File: src/rtl/jdsp_pkg.sv
// Package for the joystick dual servo pulse generator.
// Holds widths, reset values, codes and the structs shared by the lanes, core and top.
// No dependencies.
package jdsp_pkg;

  // Converter reading width and derived widths
  localparam int SAMPLE_BITS = 10;
  localparam int CMP_W       = (SAMPLE_BITS > 10) ? SAMPLE_BITS : 10;
  localparam int DIST_W      = SAMPLE_BITS;
  localparam int HALF_W      = 7;
  localparam int PROD_W      = DIST_W + HALF_W;

  // Step divisor 4608 = 9 * 512: shift by 9, then divide by 9 via reciprocal
  localparam int DIV_SHIFT   = 9;
  localparam int DIV_ODD     = 9;
  localparam int Q_W         = PROD_W - DIV_SHIFT;
  localparam int RCP_SHIFT   = Q_W + 4;
  localparam int RCP_MUL     = ((1 << RCP_SHIFT) + DIV_ODD - 1) / DIV_ODD;
  localparam int RCP_W       = RCP_SHIFT - 2;
  localparam int STEP_W      = Q_W - 3;
  localparam int SUM_W       = ((STEP_W > 8) ? STEP_W : 8) + 1;

  // Configuration port
  localparam int CFG_W     = 16;
  localparam int CFG_IDX_W = 3;

  localparam logic [CFG_IDX_W-1:0] CFG_DEAD_LOW   = 3'd0;
  localparam logic [CFG_IDX_W-1:0] CFG_DEAD_HIGH  = 3'd1;
  localparam logic [CFG_IDX_W-1:0] CFG_WIDTH_MIN  = 3'd2;
  localparam logic [CFG_IDX_W-1:0] CFG_WIDTH_MAX  = 3'd3;
  localparam logic [CFG_IDX_W-1:0] CFG_SLOT_LAST  = 3'd4;
  localparam logic [CFG_IDX_W-1:0] CFG_SLOTS      = 3'd5;
  localparam logic [CFG_IDX_W-1:0] CFG_TICKS_SEC  = 3'd6;
  localparam logic [CFG_IDX_W-1:0] CFG_HOLD_SEC   = 3'd7;

  // Beat operation codes
  localparam logic OP_TICK   = 1'b0;
  localparam logic OP_SAMPLE = 1'b1;

  // Reset values
  localparam logic [9:0]  DEAD_LOW_RST  = 10'd500;
  localparam logic [9:0]  DEAD_HIGH_RST = 10'd524;
  localparam logic [7:0]  WIDTH_MIN_RST = 8'd25;
  localparam logic [7:0]  WIDTH_MAX_RST = 8'd87;
  localparam logic [7:0]  SLOT_LAST_RST = 8'd38;
  localparam logic [4:0]  SLOTS_RST     = 5'd20;
  localparam logic [15:0] TICKS_SEC_RST = 16'd37500;
  localparam logic [7:0]  HOLD_SEC_RST  = 8'd5;
  localparam logic [7:0]  WIDTH_RST     = 8'd57;
  localparam logic [7:0]  SECONDS_MAX   = 8'd255;

  typedef struct packed {
    logic [9:0]  dead_low;
    logic [9:0]  dead_high;
    logic [7:0]  width_min;
    logic [7:0]  width_max;
    logic [7:0]  slot_last;
    logic [4:0]  slots_per_frame;
    logic [15:0] ticks_per_second;
    logic [7:0]  hold_seconds;
  } cfg_t;

  // What one axis lane found for a sample beat
  typedef struct packed {
    logic              up;
    logic              down;
    logic [STEP_W-1:0] step;
  } lane_res_t;

  typedef struct packed {
    logic       drive_x;
    logic       drive_y;
    logic [7:0] x_width;
    logic [7:0] y_width;
    logic       frozen;
  } res_t;

endpackage

File: src/rtl/jdsp_if.sv
// Valid/ready channel interfaces for the servo pulse generator.
// Depends on jdsp_pkg for the sample width.
interface jdsp_in_if;
  import jdsp_pkg::*;
  logic                   valid;
  logic                   ready;
  logic                   op;
  logic [SAMPLE_BITS-1:0] x_sample;
  logic [SAMPLE_BITS-1:0] y_sample;
  logic                   button;

  modport source (output valid, output op, output x_sample, output y_sample,
                  output button, input ready);
  modport sink   (input valid, input op, input x_sample, input y_sample,
                  input button, output ready);
endinterface

interface jdsp_out_if;
  logic       valid;
  logic       ready;
  logic       drive_x;
  logic       drive_y;
  logic [7:0] x_width;
  logic [7:0] y_width;
  logic       frozen;

  modport source (output valid, output drive_x, output drive_y, output x_width,
                  output y_width, output frozen, input ready);
  modport sink   (input valid, input drive_x, input drive_y, input x_width,
                  input y_width, input frozen, output ready);
endinterface

File: src/rtl/jdsp_lane.sv
// One axis lane: dead band test and step size for a joystick reading.
// Two register stages (product, then divide by 4608). Depends on jdsp_pkg.
module jdsp_lane (
  input  logic                             clk,
  input  logic                             ld_a,
  input  logic                             ld_b,
  input  logic [jdsp_pkg::SAMPLE_BITS-1:0] sample,
  input  logic [9:0]                       dead_low,
  input  logic [9:0]                       dead_high,
  input  logic [jdsp_pkg::HALF_W-1:0]      half,
  output jdsp_pkg::lane_res_t              res
);
  import jdsp_pkg::*;

  localparam logic [SAMPLE_BITS-1:0] MID = SAMPLE_BITS'(1 << (SAMPLE_BITS - 1));

  logic              up_a_r, down_a_r;
  logic [PROD_W-1:0] prod_a_r;
  logic [DIST_W-1:0] dist_mid;
  logic              up, down;
  logic [Q_W-1:0]    quot;
  logic [Q_W+RCP_W-1:0] scaled;
  lane_res_t         res_r, res_nxt;

  // Stage A: distance from mid scale, dead band flags, product with half span
  always_comb begin
    dist_mid = sample[SAMPLE_BITS-1] ? (sample - MID) : (MID - sample);
    up       = CMP_W'(sample) < CMP_W'(dead_low);
    down     = !up && (CMP_W'(sample) > CMP_W'(dead_high));
  end

  always_ff @(posedge clk) begin
    if (ld_a) begin
      up_a_r   <= up;
      down_a_r <= down;
      prod_a_r <= PROD_W'(dist_mid) * PROD_W'(half);
    end
  end

  // Stage B: drop the power-of-two part, divide the rest by 9 via reciprocal
  always_comb begin
    quot         = prod_a_r[PROD_W-1:DIV_SHIFT];
    scaled       = (Q_W+RCP_W)'(quot) * (Q_W+RCP_W)'(RCP_MUL);
    res_nxt.up   = up_a_r;
    res_nxt.down = down_a_r;
    res_nxt.step = scaled[RCP_SHIFT +: STEP_W];
  end

  always_ff @(posedge clk) begin
    if (ld_b) begin
      res_r <= res_nxt;
    end
  end

  assign res = res_r;

endmodule

File: src/rtl/jdsp_core.sv
// Merge stage: frame timing, width update from both lanes, button freeze logic.
// Holds the frame, width and button state and the result register. Depends on jdsp_pkg.
module jdsp_core (
  input  logic                clk,
  input  logic                rst_n,
  input  logic                load,
  input  logic                op,
  input  logic                button,
  input  jdsp_pkg::lane_res_t lane_x,
  input  jdsp_pkg::lane_res_t lane_y,
  input  jdsp_pkg::cfg_t      cfg,
  output jdsp_pkg::res_t      res
);
  import jdsp_pkg::*;

  logic        first_r, first_nxt;
  logic        x_fallen_r, x_fallen_nxt, y_fallen_r, y_fallen_nxt;
  logic [7:0]  edge_r, edge_nxt;
  logic [7:0]  slot_tick_r, slot_tick_nxt;
  logic [4:0]  slot_idx_r, slot_idx_nxt;
  logic        pin_x_r, pin_x_nxt, pin_y_r, pin_y_nxt;
  logic [7:0]  width_x_r, width_x_nxt, width_y_r, width_y_nxt;
  logic        key_r, key_nxt;
  logic        timing_r, timing_nxt;
  logic [15:0] sub_sec_r, sub_sec_nxt;
  logic [7:0]  seconds_r, seconds_nxt;
  logic        stop_r, stop_nxt;
  res_t        res_r, res_nxt;

  // Nudge one width by the lane step, only if it stays inside the limits
  function automatic logic [7:0] adjust(input logic [7:0] w, input lane_res_t l,
                                        input logic [7:0] wmin, input logic [7:0] wmax);
    logic [SUM_W-1:0] ws, st, sum, dif;
    logic [7:0]       r;
    ws  = SUM_W'(w);
    st  = SUM_W'(l.step);
    sum = ws + st;
    dif = ws - st;
    r   = w;
    if (l.up) begin
      if (sum <= SUM_W'(wmax)) r = sum[7:0];
    end else if (l.down) begin
      if ((st <= ws) && (dif >= SUM_W'(wmin))) r = dif[7:0];
    end
    return r;
  endfunction

  // Next state for one beat
  always_comb begin
    first_nxt    = first_r;
    x_fallen_nxt = x_fallen_r;
    y_fallen_nxt = y_fallen_r;
    edge_nxt     = edge_r;
    slot_tick_nxt = slot_tick_r;
    slot_idx_nxt = slot_idx_r;
    pin_x_nxt    = pin_x_r;
    pin_y_nxt    = pin_y_r;
    width_x_nxt  = width_x_r;
    width_y_nxt  = width_y_r;
    key_nxt      = key_r;
    timing_nxt   = timing_r;
    sub_sec_nxt  = sub_sec_r;
    seconds_nxt  = seconds_r;
    stop_nxt     = stop_r;

    if (op == OP_TICK) begin
      // First frame starts on the first tick
      if (first_r) begin
        pin_x_nxt = 1'b1;
        pin_y_nxt = 1'b1;
        first_nxt = 1'b0;
      end
      if ((edge_r >= width_x_r) && !x_fallen_r) begin
        pin_x_nxt    = 1'b0;
        x_fallen_nxt = 1'b1;
      end
      if ((edge_r >= width_y_r) && !y_fallen_r) begin
        pin_y_nxt    = 1'b0;
        y_fallen_nxt = 1'b1;
      end
      edge_nxt = edge_r + 8'd1;
      // Slot counters
      if (slot_tick_r >= cfg.slot_last) begin
        slot_tick_nxt = '0;
        slot_idx_nxt  = slot_idx_r + 5'd1;
      end else begin
        slot_tick_nxt = slot_tick_r + 8'd1;
      end
      // Frame restart
      if (slot_idx_nxt >= cfg.slots_per_frame) begin
        slot_idx_nxt  = '0;
        pin_x_nxt     = 1'b1;
        pin_y_nxt     = 1'b1;
        x_fallen_nxt  = 1'b0;
        y_fallen_nxt  = 1'b0;
        edge_nxt      = '0;
        slot_tick_nxt = '0;
      end
      // Hold timer after button release
      if (timing_r) begin
        sub_sec_nxt = sub_sec_r + 16'd1;
        if (sub_sec_nxt >= cfg.ticks_per_second) begin
          sub_sec_nxt = '0;
          if (seconds_r < SECONDS_MAX) seconds_nxt = seconds_r + 8'd1;
        end
      end
    end else begin
      // Button press / release tracking
      if (button && !key_r && !timing_r) key_nxt = 1'b1;
      if (!button && key_nxt) begin
        key_nxt     = 1'b0;
        sub_sec_nxt = '0;
        seconds_nxt = '0;
        timing_nxt  = 1'b1;
      end
      if (!stop_r) begin
        width_x_nxt = adjust(width_x_r, lane_x, cfg.width_min, cfg.width_max);
        width_y_nxt = adjust(width_y_r, lane_y, cfg.width_min, cfg.width_max);
      end
      // Unfreeze at once, or freeze once the hold time has run out
      if (timing_nxt && (stop_r || (seconds_nxt >= cfg.hold_seconds))) begin
        stop_nxt   = !stop_r;
        timing_nxt = 1'b0;
      end
    end

    res_nxt.drive_x = pin_x_nxt;
    res_nxt.drive_y = pin_y_nxt;
    res_nxt.x_width = width_x_nxt;
    res_nxt.y_width = width_y_nxt;
    res_nxt.frozen  = stop_nxt;
  end

  // State and result registers
  always_ff @(posedge clk) begin
    if (!rst_n) begin
      first_r     <= 1'b1;
      x_fallen_r  <= 1'b0;
      y_fallen_r  <= 1'b0;
      edge_r      <= '0;
      slot_tick_r <= '0;
      slot_idx_r  <= '0;
      pin_x_r     <= 1'b0;
      pin_y_r     <= 1'b0;
      width_x_r   <= WIDTH_RST;
      width_y_r   <= WIDTH_RST;
      key_r       <= 1'b0;
      timing_r    <= 1'b0;
      sub_sec_r   <= '0;
      seconds_r   <= '0;
      stop_r      <= 1'b0;
      res_r       <= '{drive_x: 1'b0, drive_y: 1'b0, x_width: WIDTH_RST,
                       y_width: WIDTH_RST, frozen: 1'b0};
    end else if (load) begin
      first_r     <= first_nxt;
      x_fallen_r  <= x_fallen_nxt;
      y_fallen_r  <= y_fallen_nxt;
      edge_r      <= edge_nxt;
      slot_tick_r <= slot_tick_nxt;
      slot_idx_r  <= slot_idx_nxt;
      pin_x_r     <= pin_x_nxt;
      pin_y_r     <= pin_y_nxt;
      width_x_r   <= width_x_nxt;
      width_y_r   <= width_y_nxt;
      key_r       <= key_nxt;
      timing_r    <= timing_nxt;
      sub_sec_r   <= sub_sec_nxt;
      seconds_r   <= seconds_nxt;
      stop_r      <= stop_nxt;
      res_r       <= res_nxt;
    end
  end

  assign res = res_r;

endmodule

File: src/rtl/joystick_dual_servo_pulse_generator.sv
// Joystick dual servo pulse generator, top level.
// Pipeline control, configuration registers, two axis lanes and the merge core.
// Depends on jdsp_pkg, jdsp_if, jdsp_lane, jdsp_core.
//
// Usage:
//   in_ch carries tick beats (op = 0) and joystick sample beats (op = 1, with
//   x/y readings and the button level). out_ch returns one result beat per
//   input beat, in order: both pin levels, both widths and the frozen flag as
//   they stand after that beat.
//   cfg_we/cfg_index/cfg_data write one register per cycle; write only while
//   no beats are in flight.
//   The three stages (lane product, lane divide, merge/output) each hold one
//   beat, so one beat is taken per cycle while out_ch keeps up.
//   When out_ch stalls, beats pile up in the free stages; in_ch.ready drops
//   once all three are full. A waiting result never blocks a new beat from
//   entering an empty stage.
//   Reset (rst_n low, synchronous) restores the configuration registers to their defaults,
//   empties the pipeline, sets both widths to 57 and pins low.
module joystick_dual_servo_pulse_generator (
  input  logic                           clk,
  input  logic                           rst_n,
  jdsp_in_if.sink                        in_ch,
  jdsp_out_if.source                     out_ch,
  input  logic                           cfg_we,
  input  logic [jdsp_pkg::CFG_IDX_W-1:0] cfg_index,
  input  logic [jdsp_pkg::CFG_W-1:0]     cfg_data
);
  import jdsp_pkg::*;

  cfg_t              cfg_r, cfg_nxt;
  logic [HALF_W-1:0] half;
  logic [7:0]        span;
  logic              v_a_r, v_b_r, out_valid_r;
  logic              op_a_r, op_b_r, btn_a_r, btn_b_r;
  logic              out_adv, b_fire, ld_b, ld_a, in_fire;
  lane_res_t         lane_x, lane_y;
  res_t              res;

  // Configuration register writes
  always_comb begin
    cfg_nxt = cfg_r;
    if (cfg_we) begin
      unique case (cfg_index)
        CFG_DEAD_LOW:  cfg_nxt.dead_low         = cfg_data[9:0];
        CFG_DEAD_HIGH: cfg_nxt.dead_high        = cfg_data[9:0];
        CFG_WIDTH_MIN: cfg_nxt.width_min        = cfg_data[7:0];
        CFG_WIDTH_MAX: cfg_nxt.width_max        = cfg_data[7:0];
        CFG_SLOT_LAST: cfg_nxt.slot_last        = cfg_data[7:0];
        CFG_SLOTS:     cfg_nxt.slots_per_frame  = cfg_data[4:0];
        CFG_TICKS_SEC: cfg_nxt.ticks_per_second = cfg_data[15:0];
        CFG_HOLD_SEC:  cfg_nxt.hold_seconds     = cfg_data[7:0];
        default:       cfg_nxt = cfg_r;
      endcase
    end
  end

  always_ff @(posedge clk) begin
    if (!rst_n) begin
      cfg_r <= '{dead_low: DEAD_LOW_RST, dead_high: DEAD_HIGH_RST,
                 width_min: WIDTH_MIN_RST, width_max: WIDTH_MAX_RST,
                 slot_last: SLOT_LAST_RST, slots_per_frame: SLOTS_RST,
                 ticks_per_second: TICKS_SEC_RST, hold_seconds: HOLD_SEC_RST};
    end else begin
      cfg_r <= cfg_nxt;
    end
  end

  // Half of the width span, zero when the limits are inverted
  always_comb begin
    span = cfg_r.width_max - cfg_r.width_min;
    half = (cfg_r.width_max >= cfg_r.width_min) ? span[7:1] : '0;
  end

  // Pipeline flow: each stage loads when empty or when its beat moves on
  always_comb begin
    out_adv = !out_valid_r || out_ch.ready;
    b_fire  = v_b_r && out_adv;
    ld_b    = !v_b_r || b_fire;
    ld_a    = !v_a_r || ld_b;
    in_fire = in_ch.valid && ld_a;
  end

  assign in_ch.ready = ld_a;

  always_ff @(posedge clk) begin
    if (!rst_n) begin
      v_a_r       <= 1'b0;
      v_b_r       <= 1'b0;
      out_valid_r <= 1'b0;
    end else begin
      if (ld_a) v_a_r <= in_fire;
      if (ld_b) v_b_r <= v_a_r;
      if (b_fire) begin
        out_valid_r <= 1'b1;
      end else if (out_ch.ready) begin
        out_valid_r <= 1'b0;
      end
    end
  end

  // Beat side fields travel alongside the lanes
  always_ff @(posedge clk) begin
    if (ld_a) begin
      op_a_r  <= in_ch.op;
      btn_a_r <= in_ch.button;
    end
    if (ld_b) begin
      op_b_r  <= op_a_r;
      btn_b_r <= btn_a_r;
    end
  end

  jdsp_lane u_lane_x (
    .clk       (clk),
    .ld_a      (ld_a),
    .ld_b      (ld_b),
    .sample    (in_ch.x_sample),
    .dead_low  (cfg_r.dead_low),
    .dead_high (cfg_r.dead_high),
    .half      (half),
    .res       (lane_x)
  );

  jdsp_lane u_lane_y (
    .clk       (clk),
    .ld_a      (ld_a),
    .ld_b      (ld_b),
    .sample    (in_ch.y_sample),
    .dead_low  (cfg_r.dead_low),
    .dead_high (cfg_r.dead_high),
    .half      (half),
    .res       (lane_y)
  );

  jdsp_core u_core (
    .clk    (clk),
    .rst_n  (rst_n),
    .load   (b_fire),
    .op     (op_b_r),
    .button (btn_b_r),
    .lane_x (lane_x),
    .lane_y (lane_y),
    .cfg    (cfg_r),
    .res    (res)
  );

  assign out_ch.valid   = out_valid_r;
  assign out_ch.drive_x = res.drive_x;
  assign out_ch.drive_y = res.drive_y;
  assign out_ch.x_width = res.x_width;
  assign out_ch.y_width = res.y_width;
  assign out_ch.frozen  = res.frozen;

`ifndef ASSERT_OFF
  // Frozen flag only moves on a sample beat loaded into the merge stage
  a_frozen_src: assert property (@(posedge clk) disable iff (!rst_n)
    (out_ch.frozen != $past(out_ch.frozen)) |-> $past(b_fire && (op_b_r == OP_SAMPLE)))
    else $error("frozen changed without a sample beat");

  // Sample beats never move the pulse pins
  a_pins_hold: assert property (@(posedge clk) disable iff (!rst_n)
    $past(b_fire && (op_b_r == OP_SAMPLE)) |->
      (out_ch.drive_x == $past(out_ch.drive_x)) && (out_ch.drive_y == $past(out_ch.drive_y)))
    else $error("pin level changed on a sample beat");

  // Full pipeline with a stalled receiver takes no new beat
  a_full_stall: assert property (@(posedge clk) disable iff (!rst_n)
    (v_a_r && v_b_r && out_valid_r && !out_ch.ready) |-> !in_ch.ready)
    else $error("beat accepted into a full pipeline");
`endif

endmodule

File: src/flat_wrapper.sv
// flat-port wrapper written by rule: the top's interface ports become plain ports
module joystick_dual_servo_pulse_generator_flat import jdsp_pkg::*;
  (clk, rst_n, cfg_we, cfg_index, cfg_data, in_ch_valid, in_ch_op, in_ch_x_sample, in_ch_y_sample, in_ch_button, in_ch_ready, out_ch_valid, out_ch_drive_x, out_ch_drive_y, out_ch_x_width, out_ch_y_width, out_ch_frozen, out_ch_ready);
  jdsp_in_if in_ch_i ();
  jdsp_out_if out_ch_i ();
  input  logic clk;
  input  logic rst_n;
  input  logic cfg_we;
  input  logic [jdsp_pkg::CFG_IDX_W-1:0] cfg_index;
  input  logic [jdsp_pkg::CFG_W-1:0] cfg_data;
  input wire logic [$bits(in_ch_i.valid)-1:0] in_ch_valid;
  input wire logic [$bits(in_ch_i.op)-1:0] in_ch_op;
  input wire logic [$bits(in_ch_i.x_sample)-1:0] in_ch_x_sample;
  input wire logic [$bits(in_ch_i.y_sample)-1:0] in_ch_y_sample;
  input wire logic [$bits(in_ch_i.button)-1:0] in_ch_button;
  output wire logic [$bits(in_ch_i.ready)-1:0] in_ch_ready;
  output wire logic [$bits(out_ch_i.valid)-1:0] out_ch_valid;
  output wire logic [$bits(out_ch_i.drive_x)-1:0] out_ch_drive_x;
  output wire logic [$bits(out_ch_i.drive_y)-1:0] out_ch_drive_y;
  output wire logic [$bits(out_ch_i.x_width)-1:0] out_ch_x_width;
  output wire logic [$bits(out_ch_i.y_width)-1:0] out_ch_y_width;
  output wire logic [$bits(out_ch_i.frozen)-1:0] out_ch_frozen;
  input wire logic [$bits(out_ch_i.ready)-1:0] out_ch_ready;
  assign in_ch_i.valid = in_ch_valid;
  assign in_ch_i.op = in_ch_op;
  assign in_ch_i.x_sample = in_ch_x_sample;
  assign in_ch_i.y_sample = in_ch_y_sample;
  assign in_ch_i.button = in_ch_button;
  assign in_ch_ready = in_ch_i.ready;
  assign out_ch_valid = out_ch_i.valid;
  assign out_ch_drive_x = out_ch_i.drive_x;
  assign out_ch_drive_y = out_ch_i.drive_y;
  assign out_ch_x_width = out_ch_i.x_width;
  assign out_ch_y_width = out_ch_i.y_width;
  assign out_ch_frozen = out_ch_i.frozen;
  assign out_ch_i.ready = out_ch_ready;
  joystick_dual_servo_pulse_generator u_core (.clk(clk), .rst_n(rst_n), .in_ch(in_ch_i), .out_ch(out_ch_i), .cfg_we(cfg_we), .cfg_index(cfg_index), .cfg_data(cfg_data));
endmodule
File: config.mk
export PLATFORM = sky130hd
export DESIGN_NAME = joystick_dual_servo_pulse_generator_flat
export DESIGN_NICKNAME = d
export VERILOG_FILES = /design/src/rtl/jdsp_pkg.sv /design/src/rtl/jdsp_if.sv /design/src/rtl/jdsp_lane.sv /design/src/rtl/jdsp_core.sv /design/src/rtl/joystick_dual_servo_pulse_generator.sv /design/src/flat_wrapper.sv
export SDC_FILE = /design/constraint.sdc
export NUM_CORES = 1
export LEC_CHECK = 0
export ABC_AREA = 1
export BUFFER_PORTS_ARGS = -buffer_cell sky130_fd_sc_hd__buf_2
export CAP_MARGIN = 20
export CORE_UTILIZATION = 53
export CTS_CLUSTER_SIZE = 12
export DETAILED_ROUTE_END_ITERATION = 8
export PLACE_DENSITY = 0.73
export SLEW_MARGIN = 20
export SYNTH_ARGS = -nofsm -noshare
export SYNTH_HDL_FRONTEND = slang
export SYNTH_HIERARCHICAL = 1
export SYNTH_SLANG_ARGS = --single-unit
File: constraint.sdc
create_clock -name clk -period 13.6 [get_ports clk]
set_input_delay 1.36 -clock clk [delete_from_list [all_inputs] [get_ports clk]]
set_output_delay 1.36 -clock clk [all_outputs]
set_load 0.005 [all_outputs]
## After elaboration in Yosys (flattened, before gate mapping)

Index checks and enable logic that the tools add are counted.

| storage, ports and cells | value |
|---|---|
| flip-flop bits (word level) | 201 |
| word-level logic and storage cells | 201 |

| operators by class | value |
|---|---|
| add/subtract/negate cells | 14 |
| multipliers | 4 |
| magnitude comparators | 18 |
| equal/unequal tests | 10 |
| mux-type cells | 52 |
| bitwise logic cells | 2 |
| reduce and logical (&&, ||, !) cells | 59 |

Operators by type and width:

| cell | count |
|---|---|
| 8-bit 2-to-1 mux | 21 |
| 16-bit 2-to-1 mux | 4 |
| 8-bit greater-or-equal comparator | 5 |
| 10-bit by 7-bit multiplier with 17-bit output | 2 |
| 8-bit by 6-bit multiplier with 14-bit output (second input constant) | 2 |
| 8-bit by 1-bit adder with 8-bit output (second input constant) | 3 |
| 1-bit 2-to-1 mux | 21 |
| 10-bit > comparator | 2 |
| 10-bit < comparator | 2 |
| 10-bit 2-to-1 mux | 2 |
| 2-bit AND reduction | 10 |
| 2-bit nonzero test | 10 |
| 10-bit subtractor (first input constant) | 2 |
| 10-bit subtractor (second input constant) | 2 |
| 8-bit by 5-bit adder with 9-bit output | 2 |
| 9-bit by 8-bit greater-or-equal comparator with 1-bit output | 2 |
| 9-bit by 8-bit <= comparator with 1-bit output | 2 |
| 3-bit AND reduction | 6 |
| 8-bit by 5-bit subtractor with 9-bit output | 2 |
| 16-bit by 1-bit adder with 16-bit output (second input constant) | 1 |
| 16-bit greater-or-equal comparator | 1 |
| 5-bit by 8-bit <= comparator with 1-bit output | 2 |
| 5-bit 2-to-1 mux | 3 |
| 3-bit equality test (second input constant) | 4 |
| 16 further kinds | 46 |

## Depth between registers and ports, before layout

| depth | value |
|---|---|
| word-level depth | 13 |
| depth in mapped cells | 30 |
| gate-level depth less buffers | 30 |

## Modules after synthesis

Netlist, hierarchy kept.

Modules (own cells, without submodules):

| module | times used | cells each | area an instance (um^2) |
|---|---|---|---|
| jdsp_core | 1 | 1078 | 7181.9 |
| jdsp_lane at u_core.u_lane_x | 1 | 540 | 4241.6 |
| jdsp_lane at u_core.u_lane_y | 1 | 538 | 4185.3 |
| joystick_dual_servo_pulse_generator | 1 | 436 | 3308.2 |

## Least setup slack after synthesis

No wires, ideal clock.

| path | value |
|---|---|
| path type | input to register |
| start | input port in_ch_y_sample[0] |
| end | register u_core.u_lane_y.prod_a_r[14] (data pin) |
| arrival time | 5399 ps |
| path slack | 7949 ps |
| cell stages on the path | 24 |
| path through | inv_2 -> ha_1 -> nand2_1 -> nor2_1 -> nand2_1 -> nand2_1 -> or2_2 -> nand2_1 -> inv_1 -> nor2_1 -> fa_1 -> fa_1 -> fa_1 -> inv_1 -> fa_1 -> inv_1 -> ha_1 -> a21o_1 -> nand2_1 -> nand2_1 -> a21boi_0 -> nand2_1 -> nand2_1 -> nand2_1 |

| between the ends | value |
|---|---|
| cells in the longest elaborated chain, start to end | 3 |
| elaborated cells between the ends (all ways) | 4 |
| those cells by class | 2 x add/sub; 1 x mul; 1 x mux |

Ends and longest elaborated chain:

| item | RTL line | source |
|---|---|---|
| from (decl) | flat_wrapper.sv:14 | `input wire logic [$bits(in_ch_i.y_sample)-1:0] in_ch_y_sample;` |
| 10-bit subtractor | jdsp_lane.sv:27 | `dist_mid = sample[SAMPLE_BITS-1] ? (sample - MID) : (MID - sample);` |
| 10-bit 2-to-1 mux (*) | jdsp_lane.sv:27 |  |
| 10-bit by 7-bit multiplier with 17-bit output (*) | jdsp_lane.sv:36 | `prod_a_r <= PROD_W'(dist_mid) * PROD_W'(half);` |
| to (signal assigned) | jdsp_lane.sv:36 |  |
| to (decl) | jdsp_lane.sv:18 | `logic [PROD_W-1:0] prod_a_r;` |

Mark *: on every way between the ends. The rest lies on a longest branch, timed or not.
A chain may end at the register's enable or synchronous reset.

## Final worst setup path

| path | value |
|---|---|
| start | register u_core/cfg_r[37] in the netlist's numbering |
| end | register u_core.u_lane_y.prod_a_r[13] (data pin) |

| between the ends | value |
|---|---|
| cells in the longest elaborated chain, start to end | 3 |
| elaborated cells between the ends (all ways) | 4 |
| those cells by class | 1 x add/sub; 1 x mul; 1 x order compare; 1 x mux |

Ends and longest elaborated chain:

| item | RTL line | source |
|---|---|---|
| from (decl) | joystick_dual_servo_pulse_generator.sv:30 | `cfg_t cfg_r, cfg_nxt;` |
| from (signal assigned) | joystick_dual_servo_pulse_generator.sv:59 | `cfg_r <= '{dead_low: DEAD_LOW_RST, dead_high: DEAD_HIGH_RST,` |
| from (signal assigned) | joystick_dual_servo_pulse_generator.sv:64 | `cfg_r <= cfg_nxt;` |
| 8-bit subtractor or 8-bit greater-or-equal comparator (tied branches) | joystick_dual_servo_pulse_generator.sv:70, joystick_dual_servo_pulse_generator.sv:71 |  |
| 7-bit 2-to-1 mux (*) | joystick_dual_servo_pulse_generator.sv:71 | `half = (cfg_r.width_max >= cfg_r.width_min) ? span[7:1] : '0;` |
| via u_core.half[6] | joystick_dual_servo_pulse_generator.sv:31 | `logic [HALF_W-1:0] half;` |
| 10-bit by 7-bit multiplier with 17-bit output (*) | jdsp_lane.sv:36 |  |

The timed path passes the listed nets; every way through them passes the cells marked *.

==> results.sh <==
export IMPL_run_status="completed"
export IMPL_final_cell_mix="587 x nand2_1, 440 x inv_1, 293 x nor2_1"
export IMPL_drive_gt1_share_pct=8.22
export IMPL_pwr_share_comb_pct=62.3
export IMPL_slew_headroom_pct=34.9
export IMPL_synth_nets=3009
export IMPL_rsz0062_at_grt="false"
export IMPL_fin_worst_hold_slack_ps=430
export IMPL_diodes=0
export IMPL_critPathArrivalTime_ps=6270
export IMPL_cp_slowest_stage_delay_ps=730
export IMPL_grtUsageTotal_pct=26.0
export IMPL_grt_pass1_wl_mm=76.1
export IMPL_row_count=68
export IMPL_final_cells=3108
export IMPL_reg2reg_to="u_core/u_lane_y/prod_a_r[13]$_DFFE_PP_"
export IMPL_startpoint_type="flop"
export IMPL_cts_num_sinks=183
export IMPL_place_gp_congestion=0.965
export IMPL_yosysWarnings=6
export IMPL_yosysSeqAreaShare_pct=21.4
export IMPL_use_met1_pct=34.2
export IMPL_drt_initial_drc_count=1127
export IMPL_synth_cells=2592
export IMPL_reg2reg_slack_ps=7540
export IMPL_netlist_area_um2=18900
export IMPL_crit_path_frequent_cell="nand2_1"
export IMPL_cap_violations=0
export IMPL_cp_required_ps=13810
export IMPL_crit_slowest_cell="nor2_1"
export IMPL_area_growth_pct=6.70
export IMPL_hold_buffers=0
export IMPL_grt_ovfl_total=0
export IMPL_cts_htree_levels=4
export IMPL_grt_pass1_vias=15800
export IMPL_period_minus_slack_ps=6060
export IMPL_drt_first_pass_iters=6
export IMPL_dieHeight_um=191
export IMPL_cts_resized=0
export IMPL_cts_setup_buffers=0
export IMPL_synth_edf_count=38
export IMPL_cts_buffer_depth=2
export IMPL_synth_flop_cell="dfxtp_1"
export IMPL_power_leakage_nw=11.0
export IMPL_use_met2_pct=44.1
export IMPL_worst_pin_slew_ps=972
export IMPL_power_switching_mw=1.50
export IMPL_critPathBufInv=6
export IMPL_core_um2=34800
export IMPL_finalHoldViolCount=0
export IMPL_p_int_mw=1.65
export IMPL_placed_cells_incl_taps=3076
export IMPL_fmax_mhz=165
export IMPL_wire_per_inst_um=14.9
export IMPL_hold_path_class="reg2reg"
export IMPL_worstSetupEndpoint="u_core/u_lane_y/prod_a_r[13]$_DFFE_PP_"
export IMPL_setup_viol=0
export IMPL_r2r_start="u_core/cfg_r[37]$_SDFFE_PN1P_"
export IMPL_yosysTopAreaCellShare_pct=17.9
export IMPL_crit_path_end_kind="flop"
export IMPL_critical_path_class="reg2reg"
export IMPL_finalCritPeriodShare_pct=44.6
export IMPL_clock_latency_ps=450
export IMPL_min_from="u_core/op_a_r$_DFFE_PN_"
export IMPL_die_area_um2=36500
export IMPL_ys_types=63
export IMPL_viasPerCell=5.31
export IMPL_n_fill_cell=3204
export IMPL_drc=0
export IMPL_io_buffers=66
export IMPL_swShare_pct=47.6
export IMPL_ant_nets=0
export IMPL_grt_max_degree=99
export IMPL_synth_seq_cells=183
export IMPL_powerDensity_nw_per_um2=156
export IMPL_clkTransAtPathRegs_ps=70
export IMPL_vias=16500
export IMPL_postRouteWirelength_mm=46.4
export IMPL_root_buffer="clkbuf_16"
export IMPL_pin_count=67
export IMPL_critPathTopFamily="adder cells"
export IMPL_die_w_um=191
export IMPL_met3_usage_pct=3.45
export IMPL_final_common_cell="nand2_1"
export IMPL_cp_max_fo=10
export IMPL_p_clk_share_pct=15.8
export IMPL_antenna_found_initial=0
export IMPL_start_util_pct=54.4
export IMPL_crit_start="u_core/cfg_r[37]$_SDFFE_PN1P_"
export IMPL_final_net_count=3057
export IMPL_seqPwrFrac_pct=21.9
export IMPL_finalPower_mw=3.15
export IMPL_reg2reg_depth=27
export IMPL_crit_cells=27
export IMPL_vdd_drop_max_uv=117
export IMPL_slew_viol_final=0
export IMPL_cts_buffers=17
export IMPL_synthArstFlopShare_pct=0
export IMPL_finClkSkew_ps=13.9
export IMPL_dp_hpwl_mm=37.7
export IMPL_syn_avg_cell_area_um2=7.30
export IMPL_synth_area_leaders="ha_1 18%, dfxtp_1 15%, nand2_1 12%"
export IMPL_yosys_area_top_type="ha_1"
export IMPL_finalSetupTns_ps=0
export IMPL_busiest_layer="met2"
export IMPL_tritoncts="done"
-- flip-flops by register name, indices dropped and copies added, names as in the netlist, 5 cells and up --
signal                     cells
u_core/cfg_r                  73
u_core/u_core/edge_r           8
u_core/u_core/res             19
u_core/u_core/seconds_r        8
u_core/u_core/slot_idx_r       5
u_core/u_core/slot_tick_r      8
u_core/u_core/sub_sec_r       16
u_core/u_lane_x/prod_a_r       8
u_core/u_lane_x/res            7
u_core/u_lane_y/prod_a_r       8
u_core/u_lane_y/res            7
-- worst min path at each step --
| stage | to | depth (start not counted) | slack, ps |
|---|---|---|---|
| 3_5_place_dp | u_core/u_lane_x/res[5]$_DFFE_PP_ | 0 | 410 |
| 5_1_grt | u_core/u_lane_x/res[5]$_DFFE_PP_ | 0 | 430 |
| 4_1_cts | u_core/u_lane_x/res[5]$_DFFE_PP_ | 0 | 430 |
| 6_report | u_core/op_b_r$_DFFE_PP_ | 0 | 430 |
| 2_1_floorplan | u_core/btn_b_r$_DFFE_PP_ | 0 | 400 |
| 3_3_place_gp | u_core/u_lane_x/res[6]$_DFFE_PP_ | 0 | 410 |
-- cells in the mapped netlist, drive strengths merged, types with 11 or more instances --
library cell	number
nand2	602
inv	468
nor2	320
ha	270
nand3	163
dfxtp	145
a21oi	138
fa	101
o21ai	95
xor2	46
nand4	42
edfxtp	38
buf	30
nor3	17
clkbuf	16
a21o	12
nand3b	11
-- worst reg2reg max path: cells and delay by family (launching register included) --
| kind | cells | cell delay, ps |
|---|---|---|
| compound gates | 1 | 280 |
| flops | 1 | 360 |
| fa+ha+maj | 7 | 2720 |
| simple gates | 13 | 1860 |
| buf+inv | 6 | 600 |
-- area by class of cell --
type                            instances  area [µm²]  share of cell area (%)
Inverter                              469        1760                    8.73
Multi-Input combinational cell       1894       12800                    63.6
Sequential cell                       183        4040                    20.0
Tap cell                              455         569                    2.82
Clock inverter                         13         133                   0.657
Clock buffer                           19         443                    2.19
Timing Repair Buffer                   75         398                    1.97
-- through the flow --
| stage | utilization [%] | worst slack [ps] | cell area [µm²] |
|---|---|---|---|
| final | 58.0 | 7540 | 20200 |
| after global routing | 58.0 | 7110 | 20200 |
| after CTS | 58.0 | 7610 | 20200 |
| after detailed placement | 56.3 | 7410 | 19600 |
| after global placement | 56.3 | 7490 | 19600 |
| after floorplan | - | 7950 | 18900 |
-- logic make-up after synthesis --
| group | after synthesis | share of synthesized area [%] |
|---|---|---|
| adders and majority gates | 371 | 28.5 |
| buffers and inverters | 515 | 10.8 |
| AOI/OAI and AO/OA | 290 | 8.78 |
| DFF | 183 | 21.4 |
| muxes | 2 | 0.106 |
| xor gates and xnor gates | 54 | 2.82 |
| and+or+nand+nor | 1177 | 27.6 |
-- power by group through the flow --
| stage | Combinational (mW) | Clock (mW) | Sequential, mW |
|---|---|---|---|
| 2_1_floorplan | 1.52 | 0 | 0.685 |
| 3_3_place_gp | 1.90 | 0 | 0.701 |
| 3_5_place_dp | 1.95 | 0 | 0.703 |
| 4_1_cts | 1.97 | 0.506 | 0.690 |
| 5_1_grt | 2.28 | 0.527 | 0.697 |
| 6_report | 1.96 | 0.498 | 0.688 |
-- routing by layer --
layer	wire length, µm	vias to the layer above
met5	0	-
met4	885	0
met3	2270	72
met2	22000	438
met1	21300	7645
li1	-	8344
(Power assumes the default switching activity.)
